===== src/design/spq_pkg.sv =====
// Package for the sorted priority queue: sizes, codes and payload types.
`default_nettype none
package spq_pkg;

    localparam int DEPTH     = 16;
    localparam int ID_BITS   = 16;
    localparam int PRIO_BITS = 8;
    localparam int CNT_BITS  = $clog2(DEPTH + 1);

    typedef enum logic [1:0] {
        CMD_INSERT = 2'd0,
        CMD_POP_HI = 2'd1,
        CMD_POP_LO = 2'd2,
        CMD_REMOVE = 2'd3
    } spq_cmd_t;

    typedef enum logic [1:0] {
        ST_OK       = 2'd0,
        ST_EMPTY    = 2'd1,
        ST_NOTFOUND = 2'd2,
        ST_FULL     = 2'd3
    } spq_status_t;

    typedef struct packed {
        spq_cmd_t               cmd;
        logic [ID_BITS-1:0]     id;
        logic [PRIO_BITS-1:0]   priority_req;
    } spq_req_t;

    typedef struct packed {
        spq_status_t            status;
        logic [ID_BITS-1:0]     out_id;
        logic [PRIO_BITS-1:0]   out_priority;
        logic [CNT_BITS-1:0]    count;
    } spq_rsp_t;

    typedef struct packed {
        logic [ID_BITS-1:0]     id;
        logic [PRIO_BITS-1:0]   prio;
    } spq_entry_t;

    // Operation broadcast to every cell; inserts are already qualified by full, pops by empty.
    typedef struct packed {
        logic ins;
        logic pop_hi;
        logic pop_lo;
        logic rem;
    } spq_op_t;

endpackage
`default_nettype wire


===== src/design/sorted_priority_queue.sv =====
// Top level of the sorted priority queue: request stage, cell chain, result register.
// A request accepted into the request register executes from there; its result is registered
// in the result register and held on m_data until it is taken.
// Throughput: one request per cycle while m_ready holds; the chain updates all slots at once.
// Backpressure: a request waits in the request register while the result is not taken.
// Reset: aresetn low empties the queue and clears both stage valids; slot data is not cleared.
`default_nettype none
module sorted_priority_queue import spq_pkg::*; (
    input  wire logic     aclk,
    input  wire logic     aresetn,
    input  wire logic     s_valid,
    output logic          s_ready,
    input  wire spq_req_t s_data,
    output logic          m_valid,
    input  wire logic     m_ready,
    output spq_rsp_t      m_data
);

    // Request stage
    logic       req_valid_reg, req_valid_next;
    spq_req_t   req_reg;

    // Result stage
    logic       rsp_valid_reg, rsp_valid_next;
    spq_rsp_t   rsp_reg, rsp_next;

    logic [CNT_BITS-1:0] count_reg, count_next;

    logic       exec;
    logic       full;
    logic       empty;
    spq_op_t    op;
    spq_entry_t new_entry;

    // Chain wiring, one element per cell
    spq_entry_t entry_q   [DEPTH];
    spq_entry_t sel_entry [DEPTH];
    logic [DEPTH-1:0] valid_q;
    logic [DEPTH-1:0] ge;
    logic [DEPTH-1:0] hit;

    spq_entry_t removed;

    // Execute when a request is held and the result register is free or draining.
    assign exec    = req_valid_reg && (!rsp_valid_reg || m_ready);
    assign s_ready = !req_valid_reg || exec;
    assign full    = (count_reg == CNT_BITS'(DEPTH));
    assign empty   = (count_reg == '0);

    assign new_entry.id   = req_reg.id;
    assign new_entry.prio = req_reg.priority_req;

    // Qualify the command: a refused insert or a pop from empty leaves the chain alone.
    always_comb begin
        op.ins    = exec && (req_reg.cmd == CMD_INSERT) && !full;
        op.pop_hi = exec && (req_reg.cmd == CMD_POP_HI) && !empty;
        op.pop_lo = exec && (req_reg.cmd == CMD_POP_LO) && !empty;
        op.rem    = exec && (req_reg.cmd == CMD_REMOVE);
    end

    // Cell chain: cell 0 sees a permanent valid, higher-ranked neighbor on its left.
    for (genvar i = 0; i < DEPTH; i++) begin : g_cell
        spq_entry_t le;
        spq_entry_t re;
        logic       lv;
        logic       lg;
        logic       hi;
        logic       rv;

        if (i == 0) begin : g_head
            assign le = new_entry;
            assign lv = 1'b1;
            assign lg = 1'b1;
            assign hi = 1'b0;
        end else begin : g_body
            assign le = entry_q[i-1];
            assign lv = valid_q[i-1];
            assign lg = ge[i-1];
            assign hi = hit[i-1];
        end

        if (i == DEPTH - 1) begin : g_tail
            assign re = '0;
            assign rv = 1'b0;
        end else begin : g_mid
            assign re = entry_q[i+1];
            assign rv = valid_q[i+1];
        end

        spq_cell u_cell (
            .aclk        (aclk),
            .aresetn     (aresetn),
            .op          (op),
            .new_entry   (new_entry),
            .left_entry  (le),
            .left_valid  (lv),
            .left_ge     (lg),
            .hit_in      (hi),
            .right_entry (re),
            .right_valid (rv),
            .entry_q     (entry_q[i]),
            .valid_q     (valid_q[i]),
            .ge          (ge[i]),
            .hit_out     (hit[i]),
            .sel_entry   (sel_entry[i])
        );
    end

    // Gather the removed entry: head for pop highest, else the one cell that selected itself.
    always_comb begin
        removed = '0;
        if (op.pop_hi) begin
            removed = entry_q[0];
        end else begin
            for (int k = 0; k < DEPTH; k++) begin
                removed = removed | sel_entry[k];
            end
        end
    end

    // Status and new count
    always_comb begin
        count_next            = count_reg;
        rsp_next              = rsp_reg;
        rsp_next.status       = ST_OK;
        rsp_next.out_id       = removed.id;
        rsp_next.out_priority = removed.prio;
        case (req_reg.cmd)
            CMD_INSERT: begin
                if (full) begin
                    rsp_next.status = ST_FULL;
                end else begin
                    count_next = count_reg + 1'b1;
                end
            end
            CMD_POP_HI, CMD_POP_LO: begin
                if (empty) begin
                    rsp_next.status = ST_EMPTY;
                end else begin
                    count_next = count_reg - 1'b1;
                end
            end
            CMD_REMOVE: begin
                if (empty) begin
                    rsp_next.status = ST_EMPTY;
                end else if (!hit[DEPTH-1]) begin
                    rsp_next.status = ST_NOTFOUND;
                end else begin
                    count_next = count_reg - 1'b1;
                end
            end
            default: begin
                count_next = count_reg;
            end
        endcase
        rsp_next.count = count_next;
    end

    // Stage valids: hold the request until executed, hold the result until taken.
    always_comb begin
        req_valid_next = req_valid_reg;
        if (exec) begin
            req_valid_next = 1'b0;
        end
        if (s_valid && s_ready) begin
            req_valid_next = 1'b1;
        end
        rsp_valid_next = rsp_valid_reg;
        if (m_ready) begin
            rsp_valid_next = 1'b0;
        end
        if (exec) begin
            rsp_valid_next = 1'b1;
        end
    end

    always_ff @(posedge aclk) begin
        if (!aresetn) begin
            req_valid_reg <= 1'b0;
            rsp_valid_reg <= 1'b0;
            count_reg     <= '0;
        end else begin
            req_valid_reg <= req_valid_next;
            rsp_valid_reg <= rsp_valid_next;
            if (exec) begin
                count_reg <= count_next;
            end
        end
        if (s_valid && s_ready) begin
            req_reg <= s_data;
        end
        if (exec) begin
            rsp_reg <= rsp_next;
        end
    end

    assign m_valid = rsp_valid_reg;
    assign m_data  = rsp_reg;

endmodule
`default_nettype wire


===== src/design/spq_cell.sv =====
// One slot of the sorted chain: holds an entry and trades it with its neighbors.
`default_nettype none
module spq_cell import spq_pkg::*; (
    input  wire logic       aclk,
    input  wire logic       aresetn,
    input  wire spq_op_t    op,
    input  wire spq_entry_t new_entry,
    input  wire spq_entry_t left_entry,
    input  wire logic       left_valid,
    input  wire logic       left_ge,
    input  wire logic       hit_in,
    input  wire spq_entry_t right_entry,
    input  wire logic       right_valid,
    output spq_entry_t      entry_q,
    output logic            valid_q,
    output logic            ge,
    output logic            hit_out,
    output spq_entry_t      sel_entry
);

    spq_entry_t entry_reg, entry_next;
    logic       valid_reg, valid_next;
    logic       match;

    always_comb begin
        entry_next = entry_reg;
        valid_next = valid_reg;
        sel_entry  = '0;
        ge         = valid_reg && (entry_reg.prio >= new_entry.prio);
        match      = valid_reg && (entry_reg.id == new_entry.id);
        hit_out    = hit_in | match;

        if (op.ins) begin
            // Keep if we rank at or above the new entry, else take new or shift right.
            if (!ge) begin
                entry_next = left_ge ? new_entry : left_entry;
                valid_next = left_ge | left_valid;
            end
        end
        if (op.pop_hi) begin
            entry_next = right_entry;
            valid_next = right_valid;
        end
        if (op.pop_lo) begin
            valid_next = valid_reg & right_valid;
            if (valid_reg && !right_valid) begin
                sel_entry = entry_reg;
            end
        end
        if (op.rem) begin
            if (match && !hit_in) begin
                sel_entry = entry_reg;
            end
            if (hit_out) begin
                entry_next = right_entry;
                valid_next = right_valid;
            end
        end
    end

    always_ff @(posedge aclk) begin
        if (!aresetn) begin
            valid_reg <= 1'b0;
        end else begin
            valid_reg <= valid_next;
        end
        entry_reg <= entry_next;
    end

    assign entry_q = entry_reg;
    assign valid_q = valid_reg;

endmodule
`default_nettype wire


===== config.mk =====
export PLATFORM = sky130hd
export DESIGN_NAME = sorted_priority_queue
export DESIGN_NICKNAME = d
export VERILOG_FILES = /design/src/design/spq_pkg.sv /design/src/design/sorted_priority_queue.sv /design/src/design/spq_cell.sv
export SDC_FILE = /design/constraint.sdc
export NUM_CORES = 2
export LEC_CHECK = 0
export ABC_AREA = 1
export BUFFER_PORTS_ARGS = -buffer_cell sky130_fd_sc_hd__buf_4
export CAP_MARGIN = 20
export CORE_ASPECT_RATIO = 1.1
export CORE_MARGIN = 2
export CORE_UTILIZATION = 25
export DETAILED_ROUTE_END_ITERATION = 7
export PLACE_DENSITY = 0.49
export SYNTH_ARGS = -nofsm -noshare
export SYNTH_HDL_FRONTEND = slang
export SYNTH_HIERARCHICAL = 1
export SYNTH_SLANG_ARGS = --single-unit
export TNS_END_PERCENT = 100

===== constraint.sdc =====
create_clock -name aclk -period 5.95 [get_ports aclk]
set_clock_uncertainty 0.1 [all_clocks]
set_input_delay 0.2975 -clock aclk [delete_from_list [all_inputs] [get_ports aclk]]
set_output_delay 0.2975 -clock aclk [all_outputs]
set_load 0.01 [all_outputs]

# After elaboration in Yosys (flattened, before gate mapping)
# Cells that the tools add are included.
dict set report op_classes {
  addsub 2
  mul 0
  div 0
  magnitude_cmp 16
  n_eq_ne 20
  shift 0
  muxes 270
  bitwise_logic 60
  n_reduce_logical 112
}
# op count
set ops {}
lappend ops {{two-way mux 24 bit} 160}
lappend ops {{bitwise OR 24 bit} 15}
lappend ops {{equality test 16 bit} 16}
lappend ops {{>= comparator 8 bit} 16}
lappend ops {{two-way mux 1 bit} 101}
lappend ops {{logical AND 1 bit} 71}
lappend ops {{logical NOT 1 bit} 34}
lappend ops {{bitwise OR 1 bit} 30}
lappend ops {{two-way mux 5 bit} 4}
lappend ops {{bitwise AND 1 bit} 15}
lappend ops {{case mux 5 bit (3 select lines)} 1}
lappend ops {{two-way mux 2 bit} 3}
lappend ops {{case mux 2 bit (3 select lines)} 1}
lappend ops {{adder 5 x 1 -> 5 bit (second input constant)} 1}
lappend ops {{equality test 5 bit (second input constant)} 1}
lappend ops {{logical NOT 5 bit} 1}
lappend ops {{subtractor 5 x 1 -> 5 bit (second input constant)} 1}
lappend ops {{equality test 2 bit (second input constant)} 2}
lappend ops {{nonzero test 2 bit} 2}
lappend ops {{equality test 2 x 1 -> 1 bit (second input constant)} 1}
lappend ops {{logical NOT 2 bit} 1}
lappend ops {{logical OR 1 bit} 2}
lappend ops {{OR reduction 2 bit} 1}
dict set report word_totals {
  regBits 464
  latchBits 0
  ram_bits 0
  romBits 0
  inputBits 30
  out_inout_bits 33
  word_cells 538
  n_memories 0
}

# Logic depth before layout (Yosys ltp)
dict set report logic_depth {
  ltp_word 24
  depth_mapped 48
  mapped_depth_nobuf 48
}

# By module
# The synthesis kept the hierarchy.
# mod instances cells_per_inst area_each_um2 seq_area_each_um2
set by_module_without_submodules {}
lappend by_module_without_submodules {spq_cell 16 352 2031.9 500.5}
lappend by_module_without_submodules {sorted_priority_queue 1 392 3657.3 1851.8}

# Worst setup path after synthesis
# OpenSTA, ideal clock, no wires.
dict set report synth_timing {
  kind {register to register}
  from {register req_reg (netlist bit g_cell[0].le[11])}
  to {register rsp_reg (netlist bit m_data[10]) (data pin)}
  setup_ns 0.252
  t_arrival_ns 4.705
  required_time_ns 5.598
  slack_ns 0.893
  path_stages_with_launch 45
  path_buffers 1
  synth_period_minus_slack_ns 5.057
  cell_sequence {edfxtp_1 o21ai_0 nor2_1 nand2_1 nor2_1 nand3_1 nand2_2 inv_1 nand2_2 inv_1 nand2_2 inv_1 nand2_2 inv_1 nand2_2 inv_1 nand2_2 inv_1 (+9 left out) inv_1 nand2_2 inv_1 nand2_2 inv_1 nand2_2 inv_1 nand2_2 inv_1 nand2_1 nor2_1 a31oi_2 buf_2 nor2_1 nor4_1 nand4_1 nand2_1 nand2_1}
}
# item line_no
set synth_lines {}
lappend synth_lines {{start, declared} sorted_priority_queue.sv:21} ;# spq_req_t req_reg;
lappend synth_lines {{start signal, assigned} sorted_priority_queue.sv:190} ;# req_reg <= s_data;
lappend synth_lines {{end signal, assigned} sorted_priority_queue.sv:193} ;# rsp_reg <= rsp_next;
lappend synth_lines {{end, declared} sorted_priority_queue.sv:25} ;# spq_rsp_t rsp_reg, rsp_next;

==> results.toml <==
[run_status]
status = "completed"

[floorplanning]
die_area_sq_um = 147700
start_util = 0.2516
rows = 146
die_x_um = 366.6
core_area_sq_um = 143800
fp.dieH_um = 402.9
io_pins = 63

[synth]
netlist_area_sq_um = 36160
synth_cells = 6023
synth.avg_cell_area_sq_um = 6.004
ys_warn_count = 6

[global_routing]
grt-ovfl-total = 0
grt_pass1_vias = 38450
grt_first_pass_wirelength_um = 265500
grt_max_degree = 84
track_usage = 0.2382
antenna_found_initial = 6

[clock_tree]
clock_path_buffers = 3
cts_tree = "done"
htreeDepth = 2
path_clk_slew_ns = 0.06
cts_root_buf = "clkbuf_16"
cts_sinks = 464
numCtsBuffers = 60
clock_latency_ns = 0.71

[setup_path]
timing.rr.end = "m_data[12]$_DFFE_PP_"
reg2reg_setup_slack_ns = 0.43
crit_type = "reg -> reg"
ff2ff_path_depth = 45
arrival_ns = 5.88
crit_top_cell = "nand2_2"
startpoint_type = "register"
r2r-start = "g_cell[0].le[13]$_DFFE_PP_"
end_kind = "register"
critPathMaxFanout = 6
cp.required_ns = 6.31
cp_slowest_stage_delay_ns = 0.50
timing.critical_path.from = "g_cell[0].le[13]$_DFFE_PP_"
slowest_stage = "edfxtp_1"

[min_path]
min_path_type = "in -> reg"
holdPathStages = 2
hold_start = "s_data[3]"
holdPathEnd = "g_cell[0].le[3]$_DFFE_PP_"

[cells_and_area]
largest_reg_flops = 384
drive_gt1_frac = 0.07751
n_fill_cell = 16370
final_nets = 6283
fin_util = 0.2898
areaGrowthSynthToFinish_pct = 15.22

[drt]
vias_per_cell = 5.140
wl_um = 183400
ant_nets = 0
firstDrtPassIters = 6
drt_iter0_markers = 4961
vias = 41600
wire_per_inst_um = 22.66
drc_errors = 0

[placement]
portBuffers = 62
place_ws_ns = 0.3374
globalplace.congestion = 0.9732
dp_hpwl_um = 136600

[power_and_ir_drop]
p_leak_nw = 20.84
powerDensity_nw_per_um2 = 385.2
peakVddDrop_mv = 0.2570

[sta]
slew_violations = 0
max-slew-margin-rel = 0.1512
post-route-period-util = 0.9279
fin_ws_ns = 0.4287
final-setup-viol-count = 0
worstMarginPinSlew_ns = 1.262
fmax_ghz = 0.1811
holdWs_ns = 0.2049
hold_violations = 0
period_minus_slack_ns = 5.521

[flow_run]
cap_viol_max_count = 0
[worst max-delay path: cells and delay by family (launching register included)]
family,cells,cell delay [ns]
AO/OA/AOI/OAI,2,0.27
buffers and inverters,17,1.49
flip-flops,1,0.50
AND/OR/NAND/NOR,26,2.87
[what timing repair did]
| item | 4_1_cts | 5_1_grt |
|---|---|---|
| gates resized for setup | 0 | 34 |
| buffers inserted | 0 | 11 |
| setup endpoints to repair | 0 | 24 |
| hold endpoints to repair | 42 | 0 |
| hold buffers | 31 | 0 |
[through the flow]
step	setup TNS [ns]	total power, mW	instances	area, sq um
after global placement	0	12.10	7933	39050
after global routing	-0.002929	17.12	8091	41660
after detailed placement	0	12.12	7935	39080
final	0	16.05	8093	41670
after floorplan	0	9.705	6055	36280
after CTS	0	15.95	8077	41330
[cells in the final DEF (no fill, tap or decap), drive strengths merged, types with 31 or more instances in the layout]
master	instances
clkbuf	95
ha	135
a21oi	455
nand2	2019
nor2	603
dlygate4sd3	31
conb	34
edfxtp	57
nor3	32
xor2	34
buf	248
nand3	660
nor4	96
dfxtp	407
inv	743
nand4	80
o211ai	176
xnor2	81
o21ai	99
[how the worst max path moves through the flow]
stage / slack, ns / endpoint
after floorplan: 0.89 / m_data[10]$_DFFE_PP_
after global placement: 0.33 / m_data[12]$_DFFE_PP_
after detailed placement: 0.34 / m_data[12]$_DFFE_PP_
after CTS: 0.30 / m_data[12]$_DFFE_PP_
after global routing: -0.003 / m_data[12]$_DFFE_PP_
final: 0.43 / m_data[12]$_DFFE_PP_
[where the power goes]
group	leakage, nW	internal [mW]	switching (mW)
clock	0.948	2.13	1.64
sequential	3.98	4.38	1.82
combinational	15.9	2.23	3.85
total	20.8	8.75	7.30
[cell type report]
type	count	area, sq um	share of cell area
repair buffers	281	2330	0.05591
well taps	1924	2407	0.05777
multi-input cells	4553	22270	0.5344
diodes	2	5.005	0.0001201
clock buffers	93	1747	0.04192
flip-flops and latches	464	9859	0.2366
clock inverters	18	193.9	0.004654
inverters	758	2858	0.06858
[metal layers]
| metal | vias to the layer above | part of all wire | track usage |
|---|---|---|---|
| met5 | - | 0.00019 | 0 |
| li1 | 19600 | - | - |
| met4 | 6 | 0.065 | 0.1306 |
| met3 | 416 | 0.075 | 0.02793 |
| met2 | 1929 | 0.43 | 0.3713 |
| met1 | 19650 | 0.43 | 0.3194 |
No activity file was read; power rests on OpenSTA's default activity.
